`src/hw/rtl/scng_pkg.sv`:
```
// package for the sound chip noise generator: codes, constants, types and
// small helper functions. no dependencies.
package scng_pkg;

   localparam int unsigned COUNT_W = 25;
   localparam int unsigned GEN_W   = 32;

   localparam logic [COUNT_W-1:0] STEP_BASE  = 25'd8000000;
   localparam logic [COUNT_W-1:0] RATE_BASE  = 25'd11289600;
   localparam logic [GEN_W-1:0]   LCG_MUL    = 32'd110351245;
   localparam logic [GEN_W-1:0]   LCG_ADD    = 32'd12345;
   localparam logic [GEN_W-1:0]   LEVEL_EDGE = 32'h8000_0000;
   localparam logic [GEN_W-1:0]   SEED_RESET = 32'h1111_1111;

   localparam logic [1:0] RATE_MODE_RESET = 2'd2;
   localparam logic [1:0] RATE_MODE_MAX   = 2'd2;
   localparam logic [1:0] SOURCE_TRIGGER  = 2'd3;

   localparam logic GEN_LCG  = 1'b0;
   localparam logic GEN_LFSR = 1'b1;

   // register indexes of the write port
   localparam logic [1:0] CSR_SOURCE_MODE = 2'd0;
   localparam logic [1:0] CSR_GEN_KIND    = 2'd1;
   localparam logic [1:0] CSR_SEED        = 2'd2;

   typedef enum logic [1:0] {
      KIND_TICK    = 2'd0,
      KIND_TRIGGER = 2'd1,
      KIND_SYNC    = 2'd2,
      KIND_RATE    = 2'd3
   } kind_type;

   typedef enum logic [2:0] {
      ST_IDLE,
      ST_ADD,
      ST_TEST,
      ST_MUL,
      ST_FIN,
      ST_DONE
   } state_type;

   typedef enum logic [1:0] {
      PH_HOLD,
      PH_APPLY,
      PH_SUB
   } ph_op_type;

   typedef struct packed {
      ph_op_type ph_op;
      logic      gen_mul;
      logic      gen_fin;
      logic      rsp_load;
   } ctl_type;

   // counter step per tick for source modes 0..2
   function automatic logic [COUNT_W-1:0] step_of(input logic [1:0] mode);
      return STEP_BASE >> mode;
   endfunction

   // wrap threshold for sample-rate modes 0..2
   function automatic logic [COUNT_W-1:0] threshold_of(input logic [1:0] mode);
      return RATE_BASE >> mode;
   endfunction

endpackage

```
`src/hw/rtl/scng_phase_unit.sv`:
```
// phase counter with its shared add/subtract and threshold compare,
// plus sync flag and sample-rate mode. depends on scng_pkg.
module scng_phase_unit (
   input  logic                          clock,
   input  logic                          reset,
   input  scng_pkg::ph_op_type           ph_op,
   input  scng_pkg::kind_type            item_kind,
   input  logic                          item_sync_on,
   input  logic [1:0]                    item_rate_mode,
   input  logic [1:0]                    source_mode,
   output logic                          ge,
   output logic                          sync_flag
);

   logic [scng_pkg::COUNT_W-1:0] pc_ff, pc_in;
   logic                         sync_ff, sync_in;
   logic [1:0]                   rate_ff, rate_in;

   logic [scng_pkg::COUNT_W-1:0] thr;
   logic [scng_pkg::COUNT_W-1:0] addend;
   logic [scng_pkg::COUNT_W-1:0] sum;
   logic [scng_pkg::COUNT_W-1:0] rescaled;
   logic [1:0]                   new_mode;

   assign thr    = scng_pkg::threshold_of(rate_ff);
   assign ge     = (pc_ff >= thr);
   // one adder: step on a tick, minus threshold on a wrap
   assign addend = (ph_op == scng_pkg::PH_SUB) ? (~thr + 25'd1)
                                               : scng_pkg::step_of(source_mode);
   assign sum    = pc_ff + addend;

   assign new_mode = (item_rate_mode > scng_pkg::RATE_MODE_MAX) ? scng_pkg::RATE_MODE_MAX
                                                                : item_rate_mode;
   always_comb begin
      if (new_mode < rate_ff) begin
         rescaled = pc_ff << (rate_ff - new_mode);
      end else begin
         rescaled = pc_ff >> (new_mode - rate_ff);
      end
   end

   always_comb begin
      pc_in   = pc_ff;
      sync_in = sync_ff;
      rate_in = rate_ff;
      case (ph_op)
         scng_pkg::PH_APPLY: begin
            case (item_kind)
               scng_pkg::KIND_TICK: begin
                  pc_in = sum;
               end
               scng_pkg::KIND_SYNC: begin
                  if (item_sync_on) begin
                     pc_in = '0;
                  end
                  sync_in = item_sync_on;
               end
               scng_pkg::KIND_RATE: begin
                  pc_in   = rescaled;
                  rate_in = new_mode;
               end
               default: begin
               end
            endcase
         end
         scng_pkg::PH_SUB: begin
            pc_in = sum;
         end
         default: begin
         end
      endcase
   end

   always_ff @(posedge clock) begin
      if (reset) begin
         pc_ff   <= '0;
         sync_ff <= 1'b0;
         rate_ff <= scng_pkg::RATE_MODE_RESET;
      end else begin
         pc_ff   <= pc_in;
         sync_ff <= sync_in;
         rate_ff <= rate_in;
      end
   end

   assign sync_flag = sync_ff;

`ifndef SYNTHESIS
   a_sub_only_when_ge: assert property (@(posedge clock) disable iff (reset)
      (ph_op == scng_pkg::PH_SUB) |-> ge)
      else $error("counter subtract below threshold");
   a_rate_in_range: assert property (@(posedge clock) disable iff (reset)
      (ph_op == scng_pkg::PH_APPLY && item_kind == scng_pkg::KIND_RATE)
      |=> (rate_ff <= scng_pkg::RATE_MODE_MAX))
      else $error("rate mode out of range");
   a_sync_clears: assert property (@(posedge clock) disable iff (reset)
      (ph_op == scng_pkg::PH_APPLY && item_kind == scng_pkg::KIND_SYNC && item_sync_on)
      |=> (pc_ff == '0))
      else $error("sync on did not clear counter");
`endif

endmodule

```
`src/hw/rtl/scng_gen_unit.sv`:
```
// noise generator state: congruential multiply or feedback shift, done in
// two steps through a product register. depends on scng_pkg.
module scng_gen_unit (
   input  logic                        clock,
   input  logic                        reset,
   input  logic                        gen_kind,
   input  logic                        seed_we,
   input  logic [scng_pkg::GEN_W-1:0]  seed_value,
   input  logic                        gen_mul,
   input  logic                        gen_fin,
   output logic                        level
);

   logic [scng_pkg::GEN_W-1:0] gen_ff, gen_in;
   logic [scng_pkg::GEN_W-1:0] prod_ff, prod_in;
   logic                       held_ff, held_in;
   logic [scng_pkg::GEN_W-1:0] mul_lo;

   assign mul_lo = gen_ff * scng_pkg::LCG_MUL;

   always_comb begin
      prod_in = prod_ff;
      held_in = held_ff;
      gen_in  = gen_ff;
      if (gen_mul) begin
         if (gen_kind == scng_pkg::GEN_LCG) begin
            prod_in = mul_lo;
            held_in = (gen_ff > scng_pkg::LEVEL_EDGE);
         end else begin
            prod_in = {gen_ff[scng_pkg::GEN_W-2:0], gen_ff[30] ^ gen_ff[2]};
         end
      end
      if (gen_fin) begin
         gen_in = (gen_kind == scng_pkg::GEN_LCG) ? (prod_ff + scng_pkg::LCG_ADD) : prod_ff;
      end
      if (seed_we) begin
         gen_in = seed_value;
      end
   end

   always_ff @(posedge clock) begin
      if (reset) begin
         gen_ff  <= scng_pkg::SEED_RESET;
         held_ff <= 1'b0;
      end else begin
         gen_ff  <= gen_in;
         held_ff <= held_in;
      end
      prod_ff <= prod_in;
   end

   assign level = (gen_kind == scng_pkg::GEN_LFSR) ? gen_ff[0] : held_ff;

`ifndef SYNTHESIS
   a_fin_after_mul: assert property (@(posedge clock) disable iff (reset)
      gen_fin |-> $past(gen_mul))
      else $error("generator finish without multiply step");
   a_held_only_on_mul: assert property (@(posedge clock) disable iff (reset)
      !gen_mul |=> $stable(held_ff))
      else $error("held level changed outside an advance");
   a_lfsr_shift: assert property (@(posedge clock) disable iff (reset)
      (gen_mul && gen_kind == scng_pkg::GEN_LFSR) |=> (prod_ff[0] ==
      ($past(gen_ff[30]) ^ $past(gen_ff[2]))))
      else $error("shift register feedback wrong");
`endif

endmodule

```
`src/hw/rtl/scng_seq.sv`:
```
// sequencer: steps one word through counter add, threshold tests and
// generator advances. depends on scng_pkg.
module scng_seq (
   input  logic                 clock,
   input  logic                 reset,
   input  logic                 req_fire,
   input  scng_pkg::kind_type   req_kind,
   input  scng_pkg::kind_type   item_kind,
   input  logic                 sync_flag,
   input  logic [1:0]           source_mode,
   input  logic                 ge,
   input  logic                 rsp_free,
   output logic                 idle,
   output scng_pkg::ctl_type    ctl
);

   scng_pkg::state_type state_ff, state_in;

   always_comb begin
      state_in = state_ff;
      case (state_ff)
         scng_pkg::ST_IDLE: begin
            if (req_fire) begin
               case (req_kind)
                  scng_pkg::KIND_TICK: begin
                     state_in = (!sync_flag && source_mode != scng_pkg::SOURCE_TRIGGER)
                                ? scng_pkg::ST_ADD : scng_pkg::ST_DONE;
                  end
                  scng_pkg::KIND_TRIGGER: begin
                     state_in = (source_mode == scng_pkg::SOURCE_TRIGGER)
                                ? scng_pkg::ST_MUL : scng_pkg::ST_DONE;
                  end
                  default: begin
                     state_in = scng_pkg::ST_ADD;
                  end
               endcase
            end
         end
         scng_pkg::ST_ADD: begin
            state_in = (item_kind == scng_pkg::KIND_TICK) ? scng_pkg::ST_TEST
                                                          : scng_pkg::ST_DONE;
         end
         scng_pkg::ST_TEST: begin
            state_in = ge ? scng_pkg::ST_MUL : scng_pkg::ST_DONE;
         end
         scng_pkg::ST_MUL: begin
            state_in = scng_pkg::ST_FIN;
         end
         scng_pkg::ST_FIN: begin
            state_in = (item_kind == scng_pkg::KIND_TICK) ? scng_pkg::ST_TEST
                                                          : scng_pkg::ST_DONE;
         end
         scng_pkg::ST_DONE: begin
            if (rsp_free) begin
               state_in = scng_pkg::ST_IDLE;
            end
         end
         default: begin
            state_in = scng_pkg::ST_IDLE;
         end
      endcase
   end

   always_comb begin
      ctl.ph_op    = scng_pkg::PH_HOLD;
      ctl.gen_mul  = 1'b0;
      ctl.gen_fin  = 1'b0;
      ctl.rsp_load = 1'b0;
      case (state_ff)
         scng_pkg::ST_ADD: begin
            ctl.ph_op = scng_pkg::PH_APPLY;
         end
         scng_pkg::ST_TEST: begin
            ctl.ph_op = ge ? scng_pkg::PH_SUB : scng_pkg::PH_HOLD;
         end
         scng_pkg::ST_MUL: begin
            ctl.gen_mul = 1'b1;
         end
         scng_pkg::ST_FIN: begin
            ctl.gen_fin = 1'b1;
         end
         scng_pkg::ST_DONE: begin
            ctl.rsp_load = rsp_free;
         end
         default: begin
         end
      endcase
   end

   always_ff @(posedge clock) begin
      if (reset) begin
         state_ff <= scng_pkg::ST_IDLE;
      end else begin
         state_ff <= state_in;
      end
   end

   assign idle = (state_ff == scng_pkg::ST_IDLE);

`ifndef SYNTHESIS
   a_mul_then_fin: assert property (@(posedge clock) disable iff (reset)
      (state_ff == scng_pkg::ST_MUL) |=> (state_ff == scng_pkg::ST_FIN))
      else $error("advance did not finish");
   a_failed_test_done: assert property (@(posedge clock) disable iff (reset)
      (state_ff == scng_pkg::ST_TEST && !ge) |=> (state_ff == scng_pkg::ST_DONE))
      else $error("failed threshold test did not end the word");
   a_leave_done_loads: assert property (@(posedge clock) disable iff (reset)
      (state_ff == scng_pkg::ST_DONE && state_in == scng_pkg::ST_IDLE) |-> ctl.rsp_load)
      else $error("word finished without a result");
`endif

endmodule

```
`src/hw/rtl/sound_chip_noise_generator_unit.sv`:
```
// top level of the sound chip noise generator voice.
// depends on scng_pkg, scng_seq, scng_phase_unit and scng_gen_unit.
//
// noise voice: each request word is one event (sample tick, trigger pulse,
// sync on/off, sample-rate mode change) and yields exactly one response word
// carrying the noise bit after the event. words are handled one at a time by
// a small sequencer that reuses one counter adder/comparator and one
// generator advance unit (a 32x32 low-half multiply followed by a registered
// add, or a one-bit feedback shift). sync and rate words take a counter
// apply step, then the done state; a trigger in trigger mode takes one
// advance; a counting tick adds its step, then takes one advance per wrap
// (at most 3 at the supported rates), each with a threshold test, multiply
// and finish step; a trigger outside trigger mode or a tick while synced or
// in trigger mode goes straight to done. the response sits in an output
// register, so a new request is taken while a finished response still
// waits; a word that finishes while that register is still full waits in
// the done state while the receiver holds off. the user must write the
// registers through the csr port only while the voice is idle; the block
// does not enforce this. a seed write reloads the generator at once.
module sound_chip_noise_generator_unit (
   input  logic        clock,
   input  logic        reset,
   // request stream
   input  logic        req_tvalid,
   output logic        req_tready,
   input  logic [7:0]  req_tdata,   // [0] sync_on, [2:1] new_rate_mode, [7:3] zero
   input  logic [1:0]  req_tuser,   // [1:0] kind
   // response stream
   output logic        rsp_tvalid,
   input  logic        rsp_tready,
   output logic [7:0]  rsp_tdata,   // [0] noise_level, [7:1] zero
   // register write port
   input  logic        csr_we,
   input  logic [1:0]  csr_index,
   input  logic [31:0] csr_wdata
);

   // configuration
   logic [1:0] source_mode_ff, source_mode_in;
   logic       gen_kind_ff, gen_kind_in;
   logic       seed_we;

   // latched request word
   scng_pkg::kind_type item_kind_ff, item_kind_in;
   logic               item_sync_ff, item_sync_in;
   logic [1:0]         item_mode_ff, item_mode_in;

   // output register
   logic rsp_valid_ff, rsp_valid_in;
   logic rsp_level_ff, rsp_level_in;

   logic              req_fire;
   logic              rsp_free;
   logic              idle;
   logic              ge;
   logic              sync_flag;
   logic              level;
   scng_pkg::ctl_type ctl;

   assign req_tready = idle;
   assign req_fire   = req_tvalid & idle;
   assign rsp_free   = ~rsp_valid_ff | rsp_tready;

   // register writes; an index past the last register is dropped
   always_comb begin
      source_mode_in = source_mode_ff;
      gen_kind_in    = gen_kind_ff;
      seed_we        = 1'b0;
      if (csr_we) begin
         case (csr_index)
            scng_pkg::CSR_SOURCE_MODE: source_mode_in = csr_wdata[1:0];
            scng_pkg::CSR_GEN_KIND:    gen_kind_in    = csr_wdata[0];
            scng_pkg::CSR_SEED:        seed_we        = 1'b1;
            default: begin
            end
         endcase
      end
   end

   // capture the request word for the sequencer and counter
   always_comb begin
      item_kind_in = item_kind_ff;
      item_sync_in = item_sync_ff;
      item_mode_in = item_mode_ff;
      if (req_fire) begin
         item_kind_in = scng_pkg::kind_type'(req_tuser);
         item_sync_in = req_tdata[0];
         item_mode_in = req_tdata[2:1];
      end
   end

   // response register: load wins over the drain of the previous word
   always_comb begin
      rsp_valid_in = rsp_valid_ff;
      rsp_level_in = rsp_level_ff;
      if (rsp_valid_ff && rsp_tready) begin
         rsp_valid_in = 1'b0;
      end
      if (ctl.rsp_load) begin
         rsp_valid_in = 1'b1;
         rsp_level_in = level;
      end
   end

   always_ff @(posedge clock) begin
      if (reset) begin
         source_mode_ff <= 2'd0;
         gen_kind_ff    <= scng_pkg::GEN_LCG;
         rsp_valid_ff   <= 1'b0;
      end else begin
         source_mode_ff <= source_mode_in;
         gen_kind_ff    <= gen_kind_in;
         rsp_valid_ff   <= rsp_valid_in;
      end
      item_kind_ff <= item_kind_in;
      item_sync_ff <= item_sync_in;
      item_mode_ff <= item_mode_in;
      rsp_level_ff <= rsp_level_in;
   end

   scng_seq u_seq (
      .clock       (clock),
      .reset       (reset),
      .req_fire    (req_fire),
      .req_kind    (scng_pkg::kind_type'(req_tuser)),
      .item_kind   (item_kind_ff),
      .sync_flag   (sync_flag),
      .source_mode (source_mode_ff),
      .ge          (ge),
      .rsp_free    (rsp_free),
      .idle        (idle),
      .ctl         (ctl)
   );

   scng_phase_unit u_phase (
      .clock          (clock),
      .reset          (reset),
      .ph_op          (ctl.ph_op),
      .item_kind      (item_kind_ff),
      .item_sync_on   (item_sync_ff),
      .item_rate_mode (item_mode_ff),
      .source_mode    (source_mode_ff),
      .ge             (ge),
      .sync_flag      (sync_flag)
   );

   scng_gen_unit u_gen (
      .clock      (clock),
      .reset      (reset),
      .gen_kind   (gen_kind_ff),
      .seed_we    (seed_we),
      .seed_value (csr_wdata),
      .gen_mul    (ctl.gen_mul),
      .gen_fin    (ctl.gen_fin),
      .level      (level)
   );

   assign rsp_tvalid = rsp_valid_ff;
   assign rsp_tdata  = {7'd0, rsp_level_ff};

`ifndef SYNTHESIS
   a_accept_busies: assert property (@(posedge clock) disable iff (reset)
      req_fire |=> !req_tready)
      else $error("request accepted without leaving idle");
   a_load_sets_valid: assert property (@(posedge clock) disable iff (reset)
      ctl.rsp_load |=> rsp_tvalid)
      else $error("finished word not presented");
   a_no_overwrite: assert property (@(posedge clock) disable iff (reset)
      ctl.rsp_load |-> (!rsp_valid_ff || rsp_tready))
      else $error("response overwritten before it was taken");
`endif

endmodule

```
`config.mk`:
```
export PLATFORM = sky130hd
export DESIGN_NAME = sound_chip_noise_generator_unit
export DESIGN_NICKNAME = d
export VERILOG_FILES = /design/src/hw/rtl/scng_pkg.sv /design/src/hw/rtl/scng_phase_unit.sv /design/src/hw/rtl/scng_gen_unit.sv /design/src/hw/rtl/scng_seq.sv /design/src/hw/rtl/sound_chip_noise_generator_unit.sv
export SDC_FILE = /design/constraint.sdc
export NUM_CORES = 1
export LEC_CHECK = 0
export ABC_AREA = 1
export BUFFER_PORTS_ARGS = -buffer_cell sky130_fd_sc_hd__clkbuf_2
export CAP_MARGIN = 20
export CORE_ASPECT_RATIO = 0.6
export CORE_MARGIN = 3
export CORE_UTILIZATION = 45
export CTS_BUF_LIST = sky130_fd_sc_hd__clkbuf_4 sky130_fd_sc_hd__clkbuf_8 sky130_fd_sc_hd__clkbuf_16
export DETAILED_ROUTE_END_ITERATION = 8
export HOLD_SLACK_MARGIN = 0.05
export SYNTH_ARGS = -nofsm -noshare
export SYNTH_HDL_FRONTEND = slang
export SYNTH_SLANG_ARGS = --single-unit
```
`constraint.sdc`:
```
create_clock -name clock -period 5.35 [get_ports clock]
set_input_delay 0.535 -clock clock [delete_from_list [all_inputs] [get_ports clock]]
set_output_delay 0.535 -clock clock [all_outputs]
set_load 0.01 [all_outputs]
```
==> summary by stage <==
Logic synthesis
The synthesized instance count is 2273. For this run, the number of Yosys warnings is 0. The mean area per synthesized cell is 7.77 um2. Summing the areas of all fa, ha and maj instances in the mapped netlist gives roughly two fifths of the synthesized area. The multiplexer area fraction after synthesis is 0.0566%. The total standard cell area after synthesis is 0.0177 mm2.

The synthesized netlist devotes 18.2% of its cell area to simple gates. Synthesis instantiated a little under 70 different standard cells from the library. The part of the Yosys area used for sequential elements is 14.2%. The number of register bits inferred by synthesis is ~110. Of the total synthesized cell area, the portion taken by XOR and XNOR cells is between 1.5 and 2%. After synthesis, the largest family of logic cells by area is adder cells. The primary flip-flop cell chosen by synthesis mapping is sky130_fd_sc_hd__dfxtp_1. The number of enable flip-flop cells after synthesis is 38. The complex-gate fraction of the synthesized area is 12.9%. The fraction of registers with async set or reset after synthesis is 0%.

STA
After layout, the worst setup slack is -0.256 ns. The fmax is 178 MHz. The smallest clock period supported by the final layout is computed as 5.61 ns.

The headroom to the max-slew limit is around two fifths. Setup repair after global routing could not meet its margin everywhere. The final hold violation count is 0.

The total count of max-transition violations in the final report is 0. The post-route clock skew is 0.0105 ns. The portion of the clock cycle consumed by the worst path in the final layout is 105%. The worst-margin pin slew is 0.918 ns. Setup violations remaining at the end of the flow were counted as 13.

Critical path
In this run the worst path has a maximum fanout of 4. Following the worst setup path forward leads to its endpoint at u_gen.prod_ff[30]. For the worst flop-to-flop path, the logic depth is 24. The element type at the critical path start is a register.

Data arrives at the worst endpoint at 5.75 ns. The beginning of the critical path is u_gen.gen_ff[15]. The kind of critical path is reg -> reg. The worst reg2reg path endpoint is u_gen.prod_ff[30]. The worst-case register-to-register setup slack is -0.26 ns. The type of destination of the critical path is a register. Data on the critical path is required at its endpoint by 5.50 ns. The startpoint identified for the worst register-to-register timing path is u_gen.gen_ff[15].

Layout
The utilization after layout is 58.0%. Leaving out fill and tap cells, the most frequent cells in the layout are sky130_fd_sc_hd__inv_1 (413), sky130_fd_sc_hd__nand2_1 (364), sky130_fd_sc_hd__buf_4 (264). In the final design database the tool counted roughly 3100 nets. The proportion of layout cells with a drive suffix above 1 is 25.1%. Compared with the post-synthesis result, the final layout area differs by 25.4%. The most common library cell in the layout ignoring fill and taps is sky130_fd_sc_hd__inv_1.

Routing
The final routed wirelength across all metal layers is 68.1 mm. The DRC violation count after routing is 0. The average routed wire per standard cell is 22.1 um. The first routing iteration left roughly 1900 violations.

The first detailed-routing pass took 6 iterations. In this run the remaining antenna-violating nets after routing total 0. The via total after detailed routing is around 17000. The detailed-route vias per instance is 5.46.

GRT
For this run, the total global-route usage over all layers was measured as about 33%. The first global-routing pass estimated 101 mm of wire. The number of global-route vias before repair was 16232.

Entering global routing, the biggest net connects 59 pins. The total overflow left after global routing is 0. The number of antenna violations at the first check in global routing came to 3.

Clock tree
The total CTS buffers is 9. The maximum clock insertion buffer count is 2. Clock-pin slew was measured on the worst setup and hold paths at ~0.08 ns. The H-tree was split into 3 levels. The buffer cell driving the clock tree root is sky130_fd_sc_hd__clkbuf_16.

For the worst-skew pair, the clock arrives at the later sink with an insertion delay of 0.39 ns. After clock tree synthesis, the flow added hold-fix buffers numbering 0. TritonCTS built the clock tree. The clock net in this run drives a total of 106 sinks.

Placement
The wire-length estimate of the detail-placed layout is 56.8 mm. Buffers placed on the I/O ports in this run total 46. The final weighted congestion of routability-driven global placement is between 1 and 1.5.

Job
The max-cap check violation count is 0.

Floorplan
The horizontal die dimension is roughly 260 um. The floorplan step set the die height to 159 um. The row count is between 50 and 60.

For this design the top-level I/O count stands at 59. The core region is 0.0382 mm2. The effective utilization at floorplan is around 46%. The die area is 0.0418 mm2.

Run status
The run finished, with violations left. The final reports fail on negative setup slack.

Hold path
The worst hold path belongs to the class in -> reg.
[worst max-delay path, cell delays in order (launching register included)]
cell                      delay, ns
sky130_fd_sc_hd__dfxtp_4       0.40
sky130_fd_sc_hd__buf_4         0.13
sky130_fd_sc_hd__inv_4         0.04
sky130_fd_sc_hd__ha_4          0.25
sky130_fd_sc_hd__fa_1          0.50
sky130_fd_sc_hd__inv_1         0.05
sky130_fd_sc_hd__fa_1          0.47
sky130_fd_sc_hd__fa_1          0.51
sky130_fd_sc_hd__inv_1         0.06
sky130_fd_sc_hd__fa_2          0.46
sky130_fd_sc_hd__fa_1          0.52
sky130_fd_sc_hd__inv_1         0.05
sky130_fd_sc_hd__fa_1          0.48
sky130_fd_sc_hd__inv_2         0.05
sky130_fd_sc_hd__ha_4          0.30
sky130_fd_sc_hd__nand2_4       0.07
sky130_fd_sc_hd__buf_4         0.16
sky130_fd_sc_hd__nor2_4        0.14
sky130_fd_sc_hd__nand2_2       0.08
sky130_fd_sc_hd__buf_4         0.13
sky130_fd_sc_hd__o21a_1        0.17
sky130_fd_sc_hd__nand2_1       0.08
sky130_fd_sc_hd__o21ai_1       0.07
sky130_fd_sc_hd__a21oi_2       0.13
sky130_fd_sc_hd__nor2_1        0.06
[cell families (layout without fill, tap and decap cells)]
kind of cell,Yosys count,count (layout)
flip-flops,106,106
XOR/XNOR,33,33
AND/OR/NAND/NOR,737,737
multiplexers,1,1
AO/OA/AOI/OAI,392,392
adder cells (fa/ha/maj),458,458
other,1,8
buffers and inverters,545,835
[synthesized netlist by cell type (all sizes together), types with 2 or more instances]
cell	n	area [um2]
edfxtp	38	1140
nor4	6	37.5
nand3	97	513
nor3b	2	20.0
o31ai	4	30.0
nand4	23	159
nand2	388	1480
nor3	27	166
o211ai	22	170
nor2	165	647
buf	31	193
o21a	5	37.5
o2111ai	3	26.3
a21boi	4	33.8
xnor2	12	105
or2	17	106
a21o	10	75.1
clkbuf	31	156
o311ai	2	17.5
dfxtp	68	1360
ha	264	3300
fa	194	3880
a211oi	3	22.5
o21bai	6	48.8
nand3b	10	75.1
o221ai	7	61.3
a21oi	146	761
a221oi	6	52.6
inv	482	1820
o22ai	3	18.8
a31oi	19	134
and3	2	12.5
xor2	21	191
o21ai	150	777
[how the worst min path moves through the flow]
stage / slack, ns / cells past startpoint / from / to
2_1_floorplan: 0.44 / 2 / u_gen.held_ff / u_gen.held_ff
3_3_place_gp: 0.46 / 2 / u_gen.held_ff / u_gen.held_ff
3_5_place_dp: 0.47 / 2 / u_gen.held_ff / u_gen.held_ff
4_1_cts: 0.30 / 1 / req_tdata[2] / item_mode_ff[1]
5_1_grt: 0.32 / 1 / req_tdata[2] / item_mode_ff[1]
6_report: 0.32 / 1 / req_tdata[2] / item_mode_ff[1]
[sequential cells by signal, indices dropped and copies added (netlist names), 2 cells and up]
signal and cells:
u_gen.prod_ff 32, source_mode_ff 2, item_kind_ff 2, item_mode_ff 2, u_seq.state_ff 3, u_gen.gen_ff 32, u_phase.pc_ff 25, u_phase.rate_ff 2
[metal layers]
metal	part of all wire, %	GRT usage, %	vias up
met1	48	52.8	7996
met4	1.7	5.74	4
met5	0.035	0	-
li1	-	-	7876
met2	34	38.4	894
met3	16	15.3	71
[through the flow]
stage               TNS [ns]  cell area (um2)  setup WS (ns)  std cells  hold slack, ns
finish                 -2.25            22200         -0.256       3083           0.324
global route           -4.29            22200         -0.426       3083           0.319
CTS                    -1.44            21700         -0.211       3074           0.304
detailed placement     -7.01            20400         -0.589       3035           0.475
global placement       -6.63            20400         -0.575       3035           0.465
floorplan                  0            17800        0.00184       2279           0.442
[timing repair]
action	4_1_cts	5_1_grt
pin swaps	120	60
setup endpoints to repair	17	20
resized for setup	196	83
buffers inserted	23	9
[final cells by class]
type	count	area [um2]
clock inverters	6	50.0
well taps	513	642
fillers	3524	16000
multi-input cells	1628	14200
inverters	483	1850
clock buffers	10	239
repair buffers	336	2580
flip-flops and latches	106	2580
diodes	1	2.50
Power is not shown: default switching activity piles up to over one toggle a cycle in this logic, so the estimate is an artifact.
